**config.mk**
```make
export PLATFORM = sky130hd
export DESIGN_NAME = ifrm_ctrl
export DESIGN_NICKNAME = d
export VERILOG_FILES = /design/src/rtl/ifrm_pkg.sv /design/src/rtl/ifrm_ctrl.sv
export SDC_FILE = /design/constraint.sdc
export NUM_CORES = 1
export LEC_CHECK = 0
export BUFFER_PORTS_ARGS = -buffer_cell sky130_fd_sc_hd__clkbuf_2
export CAP_MARGIN = 15
export CORE_UTILIZATION = 44
export DETAILED_ROUTE_END_ITERATION = 8
export PLACE_DENSITY = 0.68
export SLEW_MARGIN = 15
export SYNTH_ARGS = -nofsm -noshare
export SYNTH_HDL_FRONTEND = slang
export SYNTH_SLANG_ARGS = --single-unit
```
**constraint.sdc**
```tcl
create_clock -name clk -period 1.6 [get_ports clk]
set_clock_uncertainty 0.1 [all_clocks]
set_input_delay 0 -clock clk [delete_from_list [all_inputs] [get_ports clk]]
set_output_delay 0 -clock clk [all_outputs]
set_load 0.05 [all_outputs]
```
**src/rtl/ifrm_pkg.sv**
```systemverilog
package ifrm_pkg;

  // Operation codes carried on func.
  localparam logic FUNC_WRITE = 1'b0;
  localparam logic FUNC_MATCH = 1'b1;

  // Address family codes.
  localparam logic [1:0] FAM_ANY = 2'd0;
  localparam logic [1:0] FAM_V4  = 2'd1;
  localparam logic [1:0] FAM_V6  = 2'd2;

  // Rule memory word. The clearing pass after reset zeroes the whole word,
  // valid included, so address data read as zero until a rule is written.
  typedef struct packed {
    logic [63:0] remote_high;
    logic [63:0] remote_low;
    logic [63:0] ue_high;
    logic [63:0] ue_low;
    logic [63:0] ports;
    logic [7:0]  remote_len;
    logic [7:0]  ue_len;
    logic [1:0]  fam;
    logic        assigned;
    logic        valid;
  } rule_t;

  // Commands from the controller to the datapath.
  typedef struct packed {
    logic clr_we;     // write an empty rule at the sweep address
    logic wr_rule;    // write the request's rule at entry_index
    logic rd_en;      // read the rule at the sweep address
    logic load_flow;  // capture the flow fields and clear the hit flag
  } ifrm_cmd_t;

  typedef enum logic [2:0] {
    ST_CLEAR,
    ST_IDLE,
    ST_WR_RESP,
    ST_SCAN,
    ST_FLUSH,
    ST_RESP
  } ifrm_state_t;

  // Leading-bit mask over a 128-bit address: bit j is set when it lies
  // within the first len bits. Lengths above 128 give all ones.
  function automatic logic [127:0] prefix_mask(input logic [7:0] len);
    logic [127:0] m;
    for (int j = 0; j < 128; j++) begin
      m[j] = (8'(127 - j) < len);
    end
    return m;
  endfunction

  // Left-aligned comparison operand: an IPv4 address takes the leading
  // 32 bits, so a 128-bit mask serves both families.
  function automatic logic [127:0] addr_operand(input logic [1:0] fam,
                                                input logic [63:0] high,
                                                input logic [63:0] low);
    logic [127:0] a;
    if (fam == FAM_V4) begin
      a = {low[31:0], 96'd0};
    end else begin
      a = {high, low};
    end
    return a;
  endfunction

endpackage

```
**src/rtl/ifrm_ctrl.sv**
```systemverilog
module ifrm_ctrl
  import ifrm_pkg::*;
#(
  parameter int RULE_SLOTS = 64
) (
  input  logic                   clk,
  input  logic                   rst,
  input  logic                   start,
  input  logic                   func,
  output logic                   busy,
  output logic                   done,
  output ifrm_cmd_t              cmd,
  output logic [((RULE_SLOTS > 1) ? $clog2(RULE_SLOTS) : 1)-1:0] slot_addr
);

  localparam int SLOT_W = (RULE_SLOTS > 1) ? $clog2(RULE_SLOTS) : 1;
  localparam logic [SLOT_W-1:0] LAST_SLOT = SLOT_W'(RULE_SLOTS - 1);

  ifrm_state_t       state, state_next;
  logic [SLOT_W-1:0] cnt, cnt_next;
  logic              accept;

  assign accept    = start && !busy;
  assign slot_addr = cnt;

  always_ff @(posedge clk) begin
    if (rst) begin
      state <= ST_CLEAR;
      cnt   <= '0;
    end else begin
      state <= state_next;
      cnt   <= cnt_next;
    end
  end

  // Next state and sweep counter.
  always_comb begin
    state_next = state;
    cnt_next   = cnt;
    unique case (state)
      ST_CLEAR: begin
        cnt_next = cnt + 1'b1;
        if (cnt == LAST_SLOT) begin
          cnt_next   = '0;
          state_next = ST_IDLE;
        end
      end
      ST_IDLE: begin
        cnt_next = '0;
        if (start) begin
          state_next = (func == FUNC_MATCH) ? ST_SCAN : ST_WR_RESP;
        end
      end
      ST_WR_RESP: state_next = ST_IDLE;
      ST_SCAN: begin
        cnt_next = cnt + 1'b1;
        if (cnt == LAST_SLOT) begin
          cnt_next   = '0;
          state_next = ST_FLUSH;
        end
      end
      ST_FLUSH: state_next = ST_RESP;
      ST_RESP:  state_next = ST_IDLE;
      default:  state_next = ST_IDLE;
    endcase
  end

  // Outputs.
  always_comb begin
    busy          = 1'b1;
    done          = 1'b0;
    cmd           = '0;
    unique case (state)
      ST_CLEAR: cmd.clr_we = 1'b1;
      ST_IDLE: begin
        busy          = 1'b0;
        cmd.wr_rule   = start && (func == FUNC_WRITE);
        cmd.load_flow = start;
      end
      ST_WR_RESP: done = 1'b1;
      ST_SCAN:    cmd.rd_en = 1'b1;
      ST_FLUSH:   ;
      ST_RESP:    done = 1'b1;
      default:    ;
    endcase
  end

  a_done_single: assert property (@(posedge clk) disable iff (rst)
    done |=> !done) else $error("result strobe held longer than one cycle");

  a_accept_busy: assert property (@(posedge clk) disable iff (rst)
    accept |=> busy) else $error("request accepted but block not busy");

  a_done_free: assert property (@(posedge clk) disable iff (rst)
    done |=> !busy) else $error("block not free after result");

endmodule

```
# [Word-level counts from Yosys, hierarchy flattened]
# Index checks and enable logic that the tools add are counted.
[classes] n_eq_ne=9 mux=13 n_reduce_logical=6 add_sub_neg=1 bitwise=1
[op_table] cell="$pmux 3 s4" n=1
[op_table] cell="$pmux 6 s2" n=1
[op_table] cell="$mux 3" n=3
[op_table] cell="$mux 1" n=7
[op_table] cell="$add 6x1->6 const B" n=1
[op_table] cell="$eq 3x2->1 const B" n=2
[op_table] cell="$eq 3x3->1 const B" n=2
[op_table] cell="$eq 6x6->1 const B" n=1
[op_table] cell="$mux 6" n=1
[op_table] cell="$ne 2x2->1 const B" n=3
[op_table] cell="$reduce_or 2->1" n=2
[op_table] cell="$eq 3x1->1 const B" n=1
[op_table] cell="$logic_not 3->1" n=1
[op_table] cell="$reduce_and 3->1" n=1
[op_table] cell="$reduce_bool 2->1" n=1
[op_table] cell="$logic_and 1x1->1" n=1
[op_table] cell="$not 1->1" n=1
[totals] output_inout_bits=12 elab_cells=32 ff_bits=9 inputBits=4

# [Longest topological paths before layout]
# Gate-level depths: netlist of run 1.
[logic_depth] depth_word=3 ltp_mapped=5 mapped_depth_nobuf=5

# [Worst setup path after synthesis of run 1]
# Ideal clock, no wire load.
[synth_path] path_type="register to register" from="reg cnt[0], in the netlist slot_addr[0]" to="reg cnt[0], in the netlist slot_addr[0]" slack_ns=-0.344 period_less_slack_ns=1.944 t_required_ns=1.367 path_buffers=0 arrival_ns=1.711 setup_time_ns=0.133 stages_incl_launch_ff=6 path_cell_list="dfxtp_1 > ha_1 > nand4_1 > or2_1 > a32oi_1 > a21oi_1"
[synth_via] elab_chain_len=3 word_cells_on_any_way=4 cone_classes="add/sub: 1; eq/ne: 1; mux: 2"
[synth_rtl] element="start, declared" line="ifrm_ctrl.sv:20" text="logic [SLOT_W-1:0] cnt, cnt_next;"
[synth_rtl] element="start signal, assigned" line="ifrm_ctrl.sv:32" text="cnt <= cnt_next;"
[synth_rtl] element="$add 6x1->6 or $eq 6x6->1 (tied branches)"
[synth_rtl] element="$mux 6 *" line="ifrm_ctrl.sv:43, ifrm_ctrl.sv:57"
[synth_rtl] element="$pmux 6 s2 *" line="ifrm_ctrl.sv:40" text="unique case (state)"
# Mark *: on every way between the ends. The rest lies on a longest branch, timed or not.
# A chain may end at the register's enable or synchronous reset.

# [Final worst setup path of run 1]
# Ends and elaborated chain as after synthesis.

==> results of run 1 <==
[how the worst min path moves through the flow]
stage / endpoint / slack [ns]
2_1_floorplan: state[1] / 0.07
3_3_place_gp: state[1] / 0.18
3_5_place_dp: state[1] / 0.19
4_1_cts: state[0] / 0.09
5_1_grt: state[0] / 0.11
6_report: state[0] / 0.09
[final cells by class]
type,count,area share [%]
Clock buffer,4,3.48
Inverter,3,1.49
Multi-Input combinational cell,55,50.6
Sequential cell,9,25.2
Tap cell,14,2.32
Timing Repair Buffer,21,16.9
[layer usage]
metal	up-vias	global-route usage, %	routed length [um]
met5	-	0	0
met4	0	10.3	31
met3	4	5.20	36
met2	12	31.7	557
met1	262	26.1	633
li1	304	-	-
[kinds of logic after synthesis]
logic type	Yosys count
flip-flops	9
AO/OA/AOI/OAI	18
adder cells (fa/ha/maj)	2
XOR/XNOR	2
AND/OR/NAND/NOR	33
buffers and inverters	8
[registers in the layout, summed over array words and instances, names as in the netlist]
| register | flops |
|---|---|
| slot_addr | 6 |
| state | 3 |
[synth_stat cells, types with 2 or more instances]
cell	number
nand3_1	2
inv_1	3
nor3_1	2
nor4_2	2
xnor2_1	2
dfxtp_1	9
a31oi_1	2
nand4_1	2
and2_1	3
o21ai_0	4
nor2b_1	2
nand2_1	2
a21oi_1	6
a32oi_1	2
nor2_1	8
nand2b_1	2
[power by group through the flow]
stage	registers [mW]	logic, mW	clock network [mW]
floorplan	0.268	0.0199	0
global placement	0.245	0.0562	0
detailed placement	0.246	0.0561	0
CTS	0.241	0.0601	0.187
global route	0.242	0.0663	0.200
finish	0.240	0.0604	0.181
[worst max-delay path, stage by stage (launching register included)]
cell	delay (ns)
dfxtp_4	0.38
ha_2	0.21
nand4_1	0.15
or2_4	0.29
a32oi_1	0.20
a21oi_1	0.08
[timing repair]
item	4_1_cts	5_1_grt
hold endpoints to repair	9	0
resized for setup	0	4
setup endpoints to repair	0	5
hold buffers	2	0
==> impl_metrics.py, run 1 <==
metrics = {
    "power_and_ir_drop": {
        "irDropWorstVdd_mv": 0.334,
        "seqPwrFrac_pct": 49.9,
        "internal_power_mw": 0.348,
        "comb_power_share_pct": 12.5,
        "pwr-share-clk_pct": 37.6,
        "p_sw_share_pct": 27.7,
        "finalPower_mw": 0.482,
        "power_density_mw_per_mm2": 639,
        "p_switching_mw": 0.134,
        "p_leak_nw": 0.282,
    },
    "layout": {
        "area_growth_pct": 26.9,
        "drive_gt1_share_pct": 38.0,
        "final_common_cell": "clkbuf_2",
        "multiInputGateArea_um2": 382,
        "n_fill_cell": 99,
        "fin_cells": 106,
        "final_cell_mix": "clkbuf_2 (14), nor2_1 (8), a21oi_1 (6)",
        "ff_latch_area_um2": 190,
        "layout.nets": 98,
        "antenna_cells": 0,
        "final_util_pct": 63.6,
        "fin_area_um2": 754,
    },
    "grt": {
        "grt-ovfl-total": 0,
        "grt_pass1_vias": 501,
        "track_usage_pct": 20.6,
        "antenna_found_initial": 0,
        "grt_pass1_wl_mm": 2.08,
        "grt_max_degree": 15,
    },
    "synthesis": {
        "ys_seq_area_share_pct": 30.3,
        "synth_top_family_by_area": "simple AND/OR/NAND/NOR gates",
        "yosys_register_bits": 9,
        "synth_top_cell_by_area": "dfxtp_1",
        "syn_area_per_cell_um2": 8.25,
        "synthesis.area_um2": 594,
        "synth_cells": 72,
        "synthSimpleGateAreaFrac_pct": 36.8,
        "yosys_warnings": 0,
        "synthXorXnorAreaFrac_pct": 2.95,
        "synth_top_area_share_pct": 30.3,
        "synthTopCellsByArea": "dfxtp_1 (30%), a21oi_1 (5.1%), nor2_1 (5.1%)",
        "synthAdderAreaFrac_pct": 3.79,
        "synth_edf_count": 0,
        "synth-compound-area-share_pct": 18.9,
        "syn_nets": 77,
        "synth.distinct_cells": 35,
        "synthMuxAreaShare_pct": 0,
        "synth_flop_cell": "dfxtp_1",
        "postSynth.asyncResetShare_pct": 0,
    },
    "critical_path": {
        "cp.arrival_ns": 1.57,
        "worstReg2RegStart": "slot_addr[0]",
        "r2r_end": "slot_addr[0]",
        "path_max_fanout": 7,
        "ff2ff_setup_slack_ns": 0.08,
        "startpoint": "slot_addr[0]",
        "crit_end": "slot_addr[0]",
        "critical_path.endpoint_type": "register",
        "start_kind": "register",
        "r2r_cells": 5,
        "crit_type": "register to register",
        "cp.required_ns": 1.64,
    },
    "sta": {
        "fmax_ghz": 0.657,
        "grt_setup_unrepaired": "no",
        "slew-limit-headroom_pct": 78.7,
        "fin_crit_sh_pct": 95.1,
        "slew_violations": 0,
        "final.setup.tns_ns": 0,
        "timing.final.crit_period_ns": 1.52,
        "hold_violations": 0,
        "tightestPinTransition_ns": 0.312,
        "whs_ns": 0.0904,
        "finalWorstSetupSlack_ns": 0.0782,
        "setup-violations-final": 0,
    },
    "floorplan": {
        "die-area_mm2": 0.00150,
        "initial_core_util_pct": 50.1,
        "core_area_mm2": 0.00119,
        "num_io_pins": 16,
        "fp.dieW_um": 38.8,
        "fp-row-count": 12,
        "fp.dieH_um": 38.8,
    },
    "placed_design": {
        "hpwl_um": 906,
        "place_area_um2": 701,
        "dp.cells": 100,
        "place_ws_ns": 0.0483,
        "gp_congestion": 0.843,
        "io_buffers": 15,
    },
    "min_path": {
        "hp-start": "func",
        "hold_path_class": "primary input to register",
        "holdPathStages": 5,
    },
    "detailed_routing": {
        "routed_wirelength_mm": 1.26,
        "num_vias": 582,
        "firstDrtPassIters": 4,
        "drt_iter0_markers": 6,
        "detail-route-antenna-nets": 0,
        "wire_per_inst_um": 11.9,
        "drc": 0,
        "vias_per_cell": 5.49,
    },
    "clocking": {
        "cts_root_buffer": "clkbuf_4",
        "postCtsSetupRepairBufs": 0,
        "clkLatencyLatePin_ns": 0.26,
        "cts_max_path_buffers": 2,
        "htreeDepth": 1,
        "cts_tree": "built",
        "cts_buffers": 3,
        "path_clk_slew_ns": 0.06,
        "cts.sinks": 9,
    },
    "run_status": {
        "status": "complete, no violations",
    },
    "run": {
        "cap_violations": 0,
    },
}
Note: power is estimated with default switching activity, not from simulation.
==> inputs of run 2 (changes only) <==
- PLACE_DENSITY: 0.68 -> 0.71
==> run 2 against run 1 <==
  * Via count decreased by 0.34%
  * Cell count grew 0.94%
  * Sequential share of layout area down 0.53 points
  * Total power is 1.5% higher
  * Global-route usage up 0.55 points
  * Routed wire length is 2.5% higher
  * Worst setup slack better by 0.0074 ns
  * Combinational power increased by 4.3%
  * Sequential cell count stayed put
  * Sequential power hardly changed
  * Maximum frequency is 0.49% higher
==> impl_metrics.py, run 2 (synthesis gave the netlist of run 1 again) <==
metrics = {
    "run_status": {
        "status": "complete, no violations",
    },
    "clocking": {
        "clkLatencyLatePin_ns": 0.27,
        "htreeDepth": 1,
        "cts_max_path_buffers": 2,
        "cts_buffers": 3,
        "cts_root_buffer": "clkbuf_4",
        "cts_tree": "built",
        "path_clk_slew_ns": 0.06,
        "cts.sinks": 9,
        "postCtsSetupRepairBufs": 0,
    },
    "sta": {
        "finalWorstSetupSlack_ns": 0.0855,
        "slew-limit-headroom_pct": 79.2,
        "timing.final.crit_period_ns": 1.51,
        "fin_crit_sh_pct": 94.7,
        "hold_violations": 0,
        "grt_setup_unrepaired": "no",
        "whs_ns": 0.114,
        "fmax_ghz": 0.660,
        "slew_violations": 0,
        "tightestPinTransition_ns": 0.304,
        "setup-violations-final": 0,
        "final.setup.tns_ns": 0,
    },
    "placed_design": {
        "place_ws_ns": 0.0327,
        "gp_congestion": 0.790,
        "io_buffers": 15,
        "hpwl_um": 938,
        "place_area_um2": 708,
    },
    "critical_path": {
        "worstReg2RegStart": "slot_addr[0]",
        "crit_family": "buffers and inverters",
        "cp.required_ns": 1.50,
        "ff2ff_setup_slack_ns": 0.11,
        "path_max_fanout": 7,
        "r2r_cells": 5,
        "start_kind": "register",
        "cpMaxStageDelayCell": "dfxtp_2",
        "r2r_end": "slot_addr[0]",
        "cpPeakStageDelay_ns": 0.38,
        "crit_type": "register to output port",
        "critical_path.endpoint_type": "output port",
        "crit_chain": "buf_4, nor2b_1, and2_2, clkbuf_4",
        "cp.buffers_inverters": 2,
        "cp.arrival_ns": 1.41,
    },
    "power_and_ir_drop": {
        "internal_power_mw": 0.351,
        "power_density_mw_per_mm2": 630,
        "comb_power_share_pct": 12.9,
        "finalPower_mw": 0.489,
        "seqPwrFrac_pct": 49.7,
        "irDropWorstVdd_mv": 0.363,
        "pwr-share-clk_pct": 37.5,
        "p_sw_share_pct": 28.2,
        "p_switching_mw": 0.138,
        "p_leak_nw": 0.290,
    },
    "layout": {
        "largest_reg_flops": 6,
        "drive_gt1_share_pct": 40.9,
        "final_cell_mix": "clkbuf_2 (12), nor2_1 (7), a21oi_1 (6)",
        "antenna_cells": 0,
        "final_common_cell": "clkbuf_2",
        "area_growth_pct": 30.5,
        "fin_area_um2": 776,
        "layout.nets": 99,
        "n_fill_cell": 113,
    },
    "detailed_routing": {
        "firstDrtPassIters": 4,
        "drt_iter0_markers": 9,
        "detail-route-antenna-nets": 0,
        "wire_per_inst_um": 12.1,
        "num_vias": 580,
        "routed_wirelength_mm": 1.29,
        "drc": 0,
        "vias_per_cell": 5.42,
    },
    "floorplan": {
        "die-area_mm2": 0.00150,
        "fp.dieH_um": 38.8,
        "core_area_mm2": 0.00119,
        "initial_core_util_pct": 50.1,
        "fp-row-count": 12,
        "num_io_pins": 16,
        "fp.dieW_um": 38.8,
    },
    "min_path": {
        "hold_path_class": "primary input to register",
        "hp-start": "func",
        "holdPathStages": 5,
        "hold_path_end": "state[0]",
    },
    "grt": {
        "grt_max_degree": 11,
        "grt_pass1_wl_mm": 2.10,
        "grt_pass1_vias": 526,
        "track_usage_pct": 21.1,
        "grt-ovfl-total": 0,
        "antenna_found_initial": 0,
    },
    "run": {
        "cap_violations": 0,
    },
}
-- run 2: cell types whose count changed in the layout (fill, tap and decap cells not counted) --
| cell | change |
|---|---|
| nor2_2 | +1 |
| ha_4 | +1 |
| nor2_1 | -1 |
| dfxtp_1 | -1 |
| ha_2 | -1 |
| buf_2 | +2 |
| dfxtp_2 | +1 |
| clkbuf_2 | -2 |
| buf_4 | +1 |
-- run 2: per-stage QoR --
stage	util (%)	instances
floorplan	-	72
global route	65.4	107
detailed placement	59.7	101
CTS	63.9	107
global placement	59.7	101
finish	65.4	107
-- run 2: what timing repair did --
action                     CTS  global route
hold buffers                 2             0
hold endpoints to repair     9             0
gates resized for setup      2             6
setup endpoints to repair    1             6
pin swaps                    0             2
-- run 2: layout make-up --
| class | instances | area (um^2) | share of cell area, % |
|---|---|---|---|
| sequential | 9 | 191 | 24.7 |
| clock buffer | 4 | 26.3 | 3.39 |
| inverter | 3 | 11.3 | 1.45 |
| tap | 14 | 17.5 | 2.26 |
| timing repair buffer | 22 | 135 | 17.4 |
| multi-input combinational | 55 | 394 | 50.8 |
-- run 2: power groups by stage --
stage	combinational, mW	sequential, mW	clock (mW)
global route	0.0683	0.244	0.197
detailed placement	0.0560	0.246	0
finish	0.0630	0.243	0.183
CTS	0.0597	0.240	0.189
global placement	0.0560	0.245	0
floorplan	0.0199	0.268	0
-- run 2: routing by layer --
layer | up-vias | wire length, um | global-route usage (%)
met5 | - | 0 | 0
met1 | 252 | 612 | 24.6
met4 | 0 | 31 | 15.5
met3 | 4 | 73 | 3.47
li1 | 305 | - | -
met2 | 19 | 572 | 34.2
-- run 2: worst max path at each step --
| stage | from | to | slack, ns | cells after the start |
|---|---|---|---|---|
| detailed placement | slot_addr[0] | slot_addr[0] | 0.03 | 5 |
| finish | state[0] | cmd[1] | 0.09 | 4 |
| global placement | slot_addr[0] | slot_addr[0] | 0.08 | 5 |
| floorplan | slot_addr[4] | slot_addr[0] | -0.04 | 4 |
| global route | state[0] | cmd[1] | 0.005 | 4 |
| CTS | slot_addr[0] | slot_addr[0] | 0.02 | 5 |
-- run 2: worst reg2reg max path, stage by stage, from the launching register on --
cell,delay [ns]
dfxtp_4,0.39
ha_4,0.15
nand4_1,0.15
or2_4,0.31
a32oi_1,0.19
a21oi_1,0.08
==> inputs of run 3 (changes only) <==
- PLACE_DENSITY: 0.71 -> 0.69
- clock period: 1.6 -> 1.7 ns (I/O delays scaled with it)
==> run 3 against run 2 <==
  * Combinational power fell by 10%
  * Routed wire length rose by 5.4%
  * Hold slack improved by 0.017 ns
  * Critical path depth did not move
  * Critical endpoint unchanged
  * Highest routed layer unchanged
  * Count of clock-buffer cells in the layout did not move
  * First-iteration DRC count fell by 33%
  * Die area did not move
  * Non-clock buffer count did not move
  * Cell count did not move
  * Register-to-register slack barely moved
==> impl_metrics.py, run 3 (synthesis gave the netlist of run 1 again) <==
metrics = {
    "critical_path": {
        "critical_path.endpoint_type": "output port",
        "r2r_cells": 5,
        "crit_type": "register to output port",
        "cpPeakStageDelay_ns": 0.52,
        "cpMaxStageDelayCell": "dfxtp_1",
        "crit_chain": "buf_4, nor2b_1, and2_2, buf_2",
        "path_max_fanout": 10,
        "start_kind": "register",
        "cp.arrival_ns": 1.51,
        "cp.required_ns": 1.60,
    },
    "layout": {
        "final_util_pct": 63.5,
        "ff_latch_area_um2": 184,
        "antenna_cells": 0,
        "fin_area_um2": 753,
        "layout.nets": 99,
        "drive_gt1_share_pct": 37.6,
        "final_cell_mix": "clkbuf_2 (12), nor2_1 (7), a21oi_1 (6), dfxtp_1 (6), buf_4 (5)",
        "largest_reg_flops": 6,
        "area_growth_pct": 26.7,
        "multiInputGateArea_um2": 382,
        "n_fill_cell": 111,
        "final_common_cell": "clkbuf_2",
    },
    "clocking": {
        "cts_root_buffer": "clkbuf_4",
        "cts.sinks": 9,
        "clkLatencyLatePin_ns": 0.27,
        "htreeDepth": 1,
        "cts_buffers": 3,
        "cts_max_path_buffers": 2,
        "cts_tree": "built",
        "path_clk_slew_ns": 0.06,
    },
    "power_and_ir_drop": {
        "p_switching_mw": 0.134,
        "p_leak_nw": 0.290,
        "pwr-share-clk_pct": 38.7,
        "power_density_mw_per_mm2": 613,
        "irDropWorstVdd_mv": 0.298,
        "p_sw_share_pct": 29.0,
        "comb_power_share_pct": 12.2,
        "finalPower_mw": 0.462,
        "seqPwrFrac_pct": 49.1,
        "internal_power_mw": 0.328,
    },
    "sta": {
        "setup-violations-final": 0,
        "tightestPinTransition_ns": 0.311,
        "fmax_ghz": 0.620,
        "hold_violations": 0,
        "timing.final.crit_period_ns": 1.61,
        "fin_crit_sh_pct": 94.9,
        "slew_violations": 0,
        "grt_setup_unrepaired": "no",
        "slew-limit-headroom_pct": 78.7,
    },
    "floorplan": {
        "fp.dieH_um": 38.8,
        "die-area_mm2": 0.00150,
        "num_io_pins": 16,
        "core_area_mm2": 0.00119,
        "fp.dieW_um": 38.8,
        "initial_core_util_pct": 50.1,
        "fp-row-count": 12,
    },
    "detailed_routing": {
        "drt_iter0_markers": 6,
        "vias_per_cell": 5.49,
        "drc": 0,
        "detail-route-antenna-nets": 0,
        "wire_per_inst_um": 12.7,
        "firstDrtPassIters": 4,
        "routed_wirelength_mm": 1.36,
        "num_vias": 587,
    },
    "grt": {
        "grt-ovfl-total": 0,
        "track_usage_pct": 22.8,
        "grt_max_degree": 11,
        "antenna_found_initial": 0,
        "grt_pass1_wl_mm": 2.31,
        "grt_pass1_vias": 547,
    },
    "placed_design": {
        "place_area_um2": 701,
        "gp_congestion": 0.794,
        "hpwl_um": 979,
        "io_buffers": 15,
    },
    "min_path": {
        "holdPathStages": 5,
        "hold_path_class": "primary input to register",
    },
    "run_status": {
        "status": "complete, no violations",
    },
    "run": {
        "cap_violations": 0,
    },
}
==> run 3: cell types whose count changed in the layout (fill, tap and decap cells not counted) <==
cell / change
clkbuf_4: -1
ha_1: +1
dfxtp_1: +2
buf_2: +1
ha_4: -1
dfxtp_4: -2
==> run 3: layout make-up <==
| cell class | instances | area share, % |
|---|---|---|
| clock buffer | 4 | 3.49 |
| timing repair buffer | 22 | 17.6 |
| multi-input combinational | 55 | 50.7 |
| sequential | 9 | 24.4 |
| tap | 14 | 2.33 |
| inverter | 3 | 1.50 |
==> run 3: final timing paths <==
kind                              startpoint      endpoint  slack [ns]
worst max-delay path                state[2]        cmd[1]        0.09
worst min-delay path                    func      state[0]        0.13
worst min register to register  slot_addr[4]  slot_addr[4]        0.49
worst max register to register  slot_addr[0]  slot_addr[0]        0.11
==> run 3: worst max-delay path: cells and delay by family (launching register included) <==
kind,cells,cell delay [ns]
buffers and inverters,2,0.45
flip-flops,1,0.52
AND/OR/NAND/NOR,2,0.28
==> run 3: metrics by stage <==
| stage | TNS, ns | instances | setup slack (ns) | hold WS, ns |
|---|---|---|---|---|
| 2_1_floorplan | -0.0206 | 72 | -0.0206 | 0.0723 |
| 4_1_cts | 0 | 107 | 0.0430 | 0.137 |
| 5_1_grt | 0 | 107 | 0.00530 | 0.154 |
| 3_5_place_dp | 0 | 101 | 0.101 | 0.196 |
| 6_report | 0 | 107 | 0.0861 | 0.131 |
| 3_3_place_gp | 0 | 101 | 0.161 | 0.186 |
==> run 3: metal layers <==
layer	up-vias	routed length, um	track usage (%)
met5	-	0	0
met4	0	24	10.3
met3	3	44	5.20
met2	14	634	35.4
met1	267	656	29.5
li1	303	-	-
==> run 3: what timing repair did <==
item	in CTS	in global routing
endpoints found under the setup margin	0	4
resized for setup	0	6
setup buffers	0	0
hold buffers	2	0
hold endpoints to repair	9	0
==> run 3: power groups by stage <==
stage	Sequential, mW	Combinational (mW)	Clock (mW)
floorplan	0.252	0.0187	0
detailed placement	0.232	0.0541	0
global placement	0.231	0.0530	0
CTS	0.227	0.0576	0.177
finish	0.227	0.0566	0.179
global route	0.229	0.0613	0.196
